--- config.mk ---
export PLATFORM = sky130hd
export DESIGN_NAME = clock_replacement_sector_cache
export DESIGN_NICKNAME = d
export VERILOG_FILES = /design/src/hdl/crsc_pkg.sv /design/src/hdl/clock_replacement_sector_cache.sv
export SDC_FILE = /design/constraint.sdc
export NUM_CORES = 1
export LEC_CHECK = 0
export BUFFER_PORTS_ARGS = -buffer_cell sky130_fd_sc_hd__buf_2
export CORE_MARGIN = 2
export CORE_UTILIZATION = 45
export CTS_CLUSTER_SIZE = 25
export DETAILED_ROUTE_END_ITERATION = 8
export MAX_ROUTING_LAYER = met4
export PLACE_DENSITY = 0.62
export SLEW_MARGIN = 20
export SYNTH_ARGS = -nofsm -noshare
export SYNTH_HDL_FRONTEND = slang
export SYNTH_SLANG_ARGS = --single-unit
--- constraint.sdc ---
create_clock -name clk -period 12.5 [get_ports clk]
set_clock_uncertainty 0.2 [all_clocks]
set_input_delay 1.25 -clock clk [delete_from_list [all_inputs] [get_ports clk]]
set_output_delay 1.25 -clock clk [all_outputs]
set_load 0.005 [all_outputs]
--- src/hdl/crsc_pkg.sv ---
`default_nettype none
package crsc_pkg;

	localparam int SECTOR_W = 32;
	localparam int SLOT_W   = 3;
	localparam int CNT_W    = 32;
	localparam int OP_W     = 2;
	localparam int IN_W     = 32;
	localparam int OUT_W    = 104;

	localparam logic [OP_W-1:0] OP_READ  = 2'd0;
	localparam logic [OP_W-1:0] OP_WRITE = 2'd1;
	localparam logic [OP_W-1:0] OP_FLUSH = 2'd2;

	typedef struct packed {
		logic [2:0]          pad;
		logic [CNT_W-1:0]    miss_total;
		logic [CNT_W-1:0]    hit_total;
		logic                write_back;
		logic [SECTOR_W-1:0] victim_sector;
		logic                victim_valid;
		logic [SLOT_W-1:0]   slot;
	} result_t;

	function automatic logic [CNT_W-1:0] sat_inc(input logic [CNT_W-1:0] v);
		sat_inc = (v == '1) ? v : v + CNT_W'(1);
	endfunction

endpackage
`default_nettype wire

--- src/hdl/clock_replacement_sector_cache.sv ---
// Operation: a read or write first compares the stored tags in order, one tag compared per
// cycle; a miss then sweeps the hand and fills the chosen slot; a flush visits each slot in
// turn and emits one result per valid slot, the last one marked with m_tlast.
// One request at a time: s_tready is high only when idle, and a stalled output holds the block.
// Reset (arst_n low, asynchronous): all slots invalid, unreferenced and clean,
// hand and counters zero; the tag memory is not cleared.
`default_nettype none
module clock_replacement_sector_cache
	import crsc_pkg::*;
#(
	parameter int ENTRIES = 8
) (
	input  wire                  clk,
	input  wire                  arst_n,
	input  wire                  s_tvalid,
	output logic                 s_tready,
	input  wire  [IN_W-1:0]      s_tdata,   // sector[31:0]
	input  wire  [OP_W-1:0]      s_tuser,   // opcode[1:0]
	output logic                 m_tvalid,
	input  wire                  m_tready,
	output logic [OUT_W-1:0]     m_tdata,   // slot[2:0], victim_valid[3], victim_sector[35:4],
	                                        // write_back[36], hit_total[68:37],
	                                        // miss_total[100:69], zero[103:101]
	output logic                 m_tuser,   // hit[0]
	output logic                 m_tlast
);

	localparam int SW = (ENTRIES > 1) ? $clog2(ENTRIES) : 1;
	localparam int CW = SW + 1;
	localparam logic [CW-1:0] LAST_CNT = CW'(ENTRIES);
	localparam logic [SW-1:0] TOP_IDX  = SW'(ENTRIES - 1);

	localparam logic [2:0] ST_IDLE   = 3'd0;
	localparam logic [2:0] ST_LOOKUP = 3'd1;
	localparam logic [2:0] ST_SWEEP  = 3'd2;
	localparam logic [2:0] ST_FILL   = 3'd3;
	localparam logic [2:0] ST_FLUSH  = 3'd4;
	localparam logic [2:0] ST_FEMIT  = 3'd5;
	localparam logic [2:0] ST_OUT    = 3'd6;

	logic [2:0]          state_q;
	logic [CW-1:0]       idx_q;
	logic [CW-1:0]       cnt_q;
	logic [SW-1:0]       hand_q;
	logic [OP_W-1:0]     op_q;
	logic [SECTOR_W-1:0] sector_q;
	logic                flush_q;
	logic [ENTRIES-1:0]  valid_q;
	logic [ENTRIES-1:0]  ref_q;
	logic [ENTRIES-1:0]  dirty_q;
	logic [CNT_W-1:0]    hit_cnt_q;
	logic [CNT_W-1:0]    miss_cnt_q;

	logic [SECTOR_W-1:0] tag_mem [ENTRIES];
	logic [SECTOR_W-1:0] rd_q;
	logic [SW-1:0]       rd_addr;

	result_t             res_q;
	logic                res_hit_q;
	logic                res_last_q;

	logic [SW-1:0]       cmp_idx;
	logic [SW-1:0]       idx_lo;
	logic [SW-1:0]       hand_nx;
	logic                lookup_hit;
	logic                sweep_take;
	logic [ENTRIES-1:0]  idx_mask;

	assign idx_lo     = idx_q[SW-1:0];
	assign cmp_idx    = idx_lo - SW'(1);
	assign lookup_hit = (idx_q != '0) && valid_q[cmp_idx] && (rd_q == sector_q);
	assign sweep_take = (cnt_q == LAST_CNT) || !valid_q[hand_q] || !ref_q[hand_q];
	assign hand_nx    = (hand_q == TOP_IDX) ? '0 : hand_q + SW'(1);
	assign idx_mask   = ENTRIES'(1) << idx_lo;

	always_comb begin
		rd_addr = '0;
		unique case (state_q)
			ST_LOOKUP, ST_FLUSH: begin
				if (idx_q < LAST_CNT) rd_addr = idx_lo;
			end
			ST_SWEEP: rd_addr = hand_q;
			default:  rd_addr = '0;
		endcase
	end

	always_ff @(posedge clk) begin
		rd_q <= tag_mem[rd_addr];
		if (state_q == ST_FILL) tag_mem[hand_q] <= sector_q;
	end

	always_ff @(posedge clk or negedge arst_n) begin
		if (!arst_n) begin
			state_q    <= ST_IDLE;
			idx_q      <= '0;
			cnt_q      <= '0;
			hand_q     <= '0;
			flush_q    <= 1'b0;
			valid_q    <= '0;
			ref_q      <= '0;
			dirty_q    <= '0;
			hit_cnt_q  <= '0;
			miss_cnt_q <= '0;
		end else begin
			unique case (state_q)
				ST_IDLE: begin
					if (s_tvalid) begin
						idx_q   <= '0;
						flush_q <= (s_tuser == OP_FLUSH);
						if (s_tuser == OP_FLUSH) state_q <= ST_FLUSH;
						else if (s_tuser == OP_READ || s_tuser == OP_WRITE) state_q <= ST_LOOKUP;
					end
				end
				ST_LOOKUP: begin
					if (lookup_hit) begin
						ref_q[cmp_idx] <= 1'b1;
						if (op_q == OP_WRITE) dirty_q[cmp_idx] <= 1'b1;
						hit_cnt_q <= sat_inc(hit_cnt_q);
						state_q   <= ST_OUT;
					end else if (idx_q == LAST_CNT) begin
						cnt_q   <= '0;
						state_q <= ST_SWEEP;
					end else begin
						idx_q <= idx_q + CW'(1);
					end
				end
				ST_SWEEP: begin
					if (sweep_take) begin
						state_q <= ST_FILL;
					end else begin
						ref_q[hand_q] <= 1'b0;
						hand_q        <= hand_nx;
						cnt_q         <= cnt_q + CW'(1);
					end
				end
				ST_FILL: begin
					valid_q[hand_q] <= 1'b1;
					ref_q[hand_q]   <= 1'b1;
					dirty_q[hand_q] <= (op_q == OP_WRITE);
					miss_cnt_q      <= sat_inc(miss_cnt_q);
					state_q         <= ST_OUT;
				end
				ST_FLUSH: begin
					if (valid_q == '0) state_q <= ST_IDLE;
					else if (valid_q[idx_lo]) state_q <= ST_FEMIT;
					else idx_q <= idx_q + CW'(1);
				end
				ST_FEMIT: begin
					valid_q[idx_lo] <= 1'b0;
					ref_q[idx_lo]   <= 1'b0;
					dirty_q[idx_lo] <= 1'b0;
					idx_q           <= idx_q + CW'(1);
					state_q         <= ST_OUT;
				end
				ST_OUT: begin
					if (m_tready) state_q <= flush_q ? ST_FLUSH : ST_IDLE;
				end
				default: state_q <= ST_IDLE;
			endcase
		end
	end

	always_ff @(posedge clk) begin
		if (state_q == ST_IDLE && s_tvalid) begin
			op_q     <= s_tuser;
			sector_q <= s_tdata;
		end
		unique case (state_q)
			ST_LOOKUP: begin
				res_hit_q           <= 1'b1;
				res_last_q          <= 1'b1;
				res_q.pad           <= '0;
				res_q.slot          <= SLOT_W'(cmp_idx);
				res_q.victim_valid  <= 1'b0;
				res_q.victim_sector <= '0;
				res_q.write_back    <= 1'b0;
				res_q.hit_total     <= sat_inc(hit_cnt_q);
				res_q.miss_total    <= miss_cnt_q;
			end
			ST_FILL: begin
				res_hit_q           <= 1'b0;
				res_last_q          <= 1'b1;
				res_q.pad           <= '0;
				res_q.slot          <= SLOT_W'(hand_q);
				res_q.victim_valid  <= valid_q[hand_q];
				res_q.victim_sector <= valid_q[hand_q] ? rd_q : '0;
				res_q.write_back    <= valid_q[hand_q] && dirty_q[hand_q];
				res_q.hit_total     <= hit_cnt_q;
				res_q.miss_total    <= sat_inc(miss_cnt_q);
			end
			ST_FEMIT: begin
				res_hit_q           <= 1'b0;
				res_last_q          <= ((valid_q & ~idx_mask) == '0);
				res_q.pad           <= '0;
				res_q.slot          <= SLOT_W'(idx_lo);
				res_q.victim_valid  <= 1'b1;
				res_q.victim_sector <= rd_q;
				res_q.write_back    <= dirty_q[idx_lo];
				res_q.hit_total     <= hit_cnt_q;
				res_q.miss_total    <= miss_cnt_q;
			end
			default: begin
			end
		endcase
	end

	assign s_tready = (state_q == ST_IDLE);
	assign m_tvalid = (state_q == ST_OUT);
	assign m_tdata  = res_q;
	assign m_tuser  = res_hit_q;
	assign m_tlast  = res_last_q;

endmodule
`default_nettype wire

==> impl_results.md <==
- Status: complete, no violations
- Mapped Avg Cell Area: 14.57 sq um
- Final wirelength: 51.37 mm
- Slew Viols, Final: 0
- Clock power share: 30.6%
- Post-Place Cell Area: 23610 sq um
- TritonCTS clock tree: built
- CP endpoint kind: flip-flop
- Post-DP HPWL: 30.66 mm
- Top cells by area, synth: edfxtp_1 (53%), dfrtp_1 (12%), mux2i_1 (6.4%), xnor2_1 (3.3%), dfxtp_1 (2.9%)
- Fin crit share: 29.74%
- Most numerous cell in the Yosys netlist: edfxtp_1
- Clk root buf: clkbuf_16
- Min Tclk post-route: 3.717 ns
- Post-CTS resize count: 0
- Cts bufs inserted: 54
- Share of cells above drive strength 1: 17.45%
- H-tree level count: 2
- Io pins: 146
- Critical path data arrival time: 3.85 ns
- Largest net degree at the start of global routing: 75
- Synthesized instance count: 1523
- Total power draw: 0.005663 W
- Synthesis warning total: 0
- Layout Utilization: 52.32%
- Number of synthesized flops with an enable pin: 393
- Max_cap viols: 0
- Core area: 48850 sq um
- Flops & latches, synth: 528
- CP startpoint kind: flip-flop
- Hold Fails Final Rpt: 0
- Pwr Density: 221.6 nW/um^2
- Fin nets: 1713
- Synth-to-Final Area Change: 15.21%
- CTS clock-pin slew for the worst setup and hold paths: 0.07 ns
- Max-slew headroom: 24.39%
- Drt first pass iters: 6
- Cell Int Power: 0.003833 W
- Crit path required time: 12.63 ns
- Gr ovfl total: 0
- Clock sink total: 528
- Worst-Skew Late Latency: 0.63 ns
- Finished Cell Area: 25560 sq um
- Fmax: 0.2690 GHz
- Yosys cell types: 72
- Static leakage: 9.294 nW
- Max IR drop VDD: 0.1820 mV
- Top post-synthesis cells by count: edfxtp_1 (393), mux2i_1 (141), dfrtp_1 (103), xnor2_1 (84), xor2_1 (73)
- Die width: 226.0 um
- DRT iter0 DRCs: 1130
- CP Class: flip-flop to flip-flop
- Share of the synthesized area in the top cell type: 53.19%
- Antenna Nets Post-Route: 0
- Ys async rst share: 19.51%
- FP Rows: 81
- Comb power frac: 25.5%
- Switching power total: 0.001830 W
- First-pass GRT wire length: 79.46 mm
- Sum Neg Setup Slack: 0 ns
- Avg WL per Cell: 21.66 um
- Via count: 13.21k
- Hold WC Path Type: flip-flop to flip-flop
- Post-synthesis sequential area ratio: 67.70%
- Final hold slack: 0.3030 ns
- Yosys top cell by area: edfxtp_1
- Vias in the first global route: 13.32k
- GRT Util Overall: 21.08%
- Final setup fails: 0
- Switching Share: 32.31%
- Cell area after synthesis: 22190 sq um
- IO Port Bufs: 142
- Main synth FF type: edfxtp_1
- Hold buffers post-CTS: 0
- Initial antenna violation count: 1
- Via density: 5.569
- DIE HEIGHT: 226.0 um
- Starting Density: 45.42%
- Final Wtd Congestion: 0.9302
- Unrepaired setup endpoints after global routing: no
- Setup repair bufs after CTS: 0
- Part of the power in registers: 43.9%
- Number of diodes: 0
- Worst-path maximum fanout: 32
- Clock buffer depth: 3
- Slew of the pin with the lowest slew margin: 1.134 ns
- DRC viols: 0
- Die area: 51090 sq um
==> power by group through the flow <==
stage	registers [W]	logic, W	clock network [W]
floorplan	0.00245	0.000970	0
global placement	0.00251	0.00142	0
detailed placement	0.00252	0.00144	0
CTS	0.00249	0.00145	0.00177
global route	0.00252	0.00158	0.00184
finish	0.00248	0.00144	0.00174
==> layer usage <==
layer  track usage (%)  share of wire, %  vias up
met2             32.53                47      409
met4             7.131               2.8        0
met1             28.57                45     6634
met5                 -                 0        -
li1                  -                 -     6075
met3             3.448               6.0       92
==> per-stage QoR <==
stage / cells / setup WS [ns]
floorplan: 1525 / 5.279
global placement: 2270 / 8.864
detailed placement: 2270 / 8.805
CTS: 2372 / 8.752
global route: 2372 / 8.454
finish: 2372 / 8.783
==> registers in the layout, indices dropped and copies added, names as in the netlist <==
signal	cells
sector_q	32
hand_q	3
valid_q	8
rd_q	32
dirty_q	8
m_tdata	101
hit_cnt_q	32
flush_q	1
ref_q	8
state_q	3
idx_q	4
m_tlast	1
m_tuser	1
cnt_q	4
miss_cnt_q	32
tag_mem	256
op_q	2
==> cell usage in the layout, fill, tap and decap left out, types with 6 or more instances in the layout <==
cell       count
edfxtp_1     393
mux2i_1      141
buf_2        141
dfrtp_1      103
xnor2_1       84
xor2_1        73
nand2_1       63
clkbuf_16     54
nor2_1        49
nor3_1        47
and2_1        39
o221ai_1      35
nand3_1       34
o22a_1        33
dfxtp_1       32
nand4_1       29
o21ai_0       26
nor4_1        20
inv_1         18
buf_4         17
a21oi_1       16
and3_1        13
a22oi_1       13
ha_1          13
o22ai_1       12
a31oi_1       11
a21o_1        11
clkinv_2      11
mux2_2        10
bufinv_16     10
nor2b_1        8
and4_1         7
clkbuf_1       7
clkinv_1       6
nor4_4         6
a221o_1        6
o31a_1         6
==> path summary, 6_finish.rpt <==
kind / from / slack, ns / to / cells after the start
hold / removal: hit_cnt_q[27] / 0.30 / hit_cnt_q[27] / 1
setup reg to reg: state_q[1] / 8.78 / m_tdata[66] / 7
setup / recovery: state_q[1] / 8.78 / m_tdata[66] / 7
max in group asynchronous: arst_n / 10.35 / hit_cnt_q[13] / 2
hold reg to reg: hit_cnt_q[27] / 0.30 / hit_cnt_q[27] / 1
min in group asynchronous: arst_n / 0.42 / miss_cnt_q[11] / 1
==> worst max-delay path: stages (launching register included) <==
cell	delay (ns)
dfrtp_1	0.88
inv_1	0.31
nand3_1	0.63
nand2_1	0.11
buf_4	0.31
or4_1	0.63
nor3_1	0.22
xor2_1	0.10
==> cell type report <==
class / instances / area (sq um)
Clock inverter: 38 / 519.2
Tap cell: 664 / 830.8
Timing Repair Buffer: 160 / 855.8
Fill cell: 4191 / 23290
Sequential cell: 528 / 15020
Inverter: 20 / 75.07
Multi-Input combinational cell: 898 / 6840
Clock buffer: 64 / 1419
==> logic make-up (layout without fill, tap and decap cells) <==
group | after synthesis | count (layout) | share of synthesized area (%)
xor gates and xnor gates | 157 | 157 | 6.198
buffers and inverters | 99 | 282 | 1.861
and+or+nand+nor | 369 | 369 | 9.458
other | 1 | 3 | 0.01690
AOI/OAI and AO/OA | 202 | 202 | 6.909
muxes | 154 | 154 | 7.123
DFF | 528 | 528 | 67.70
adders and majority gates | 13 | 13 | 0.7332
No activity file was read; power rests on OpenSTA's default activity.
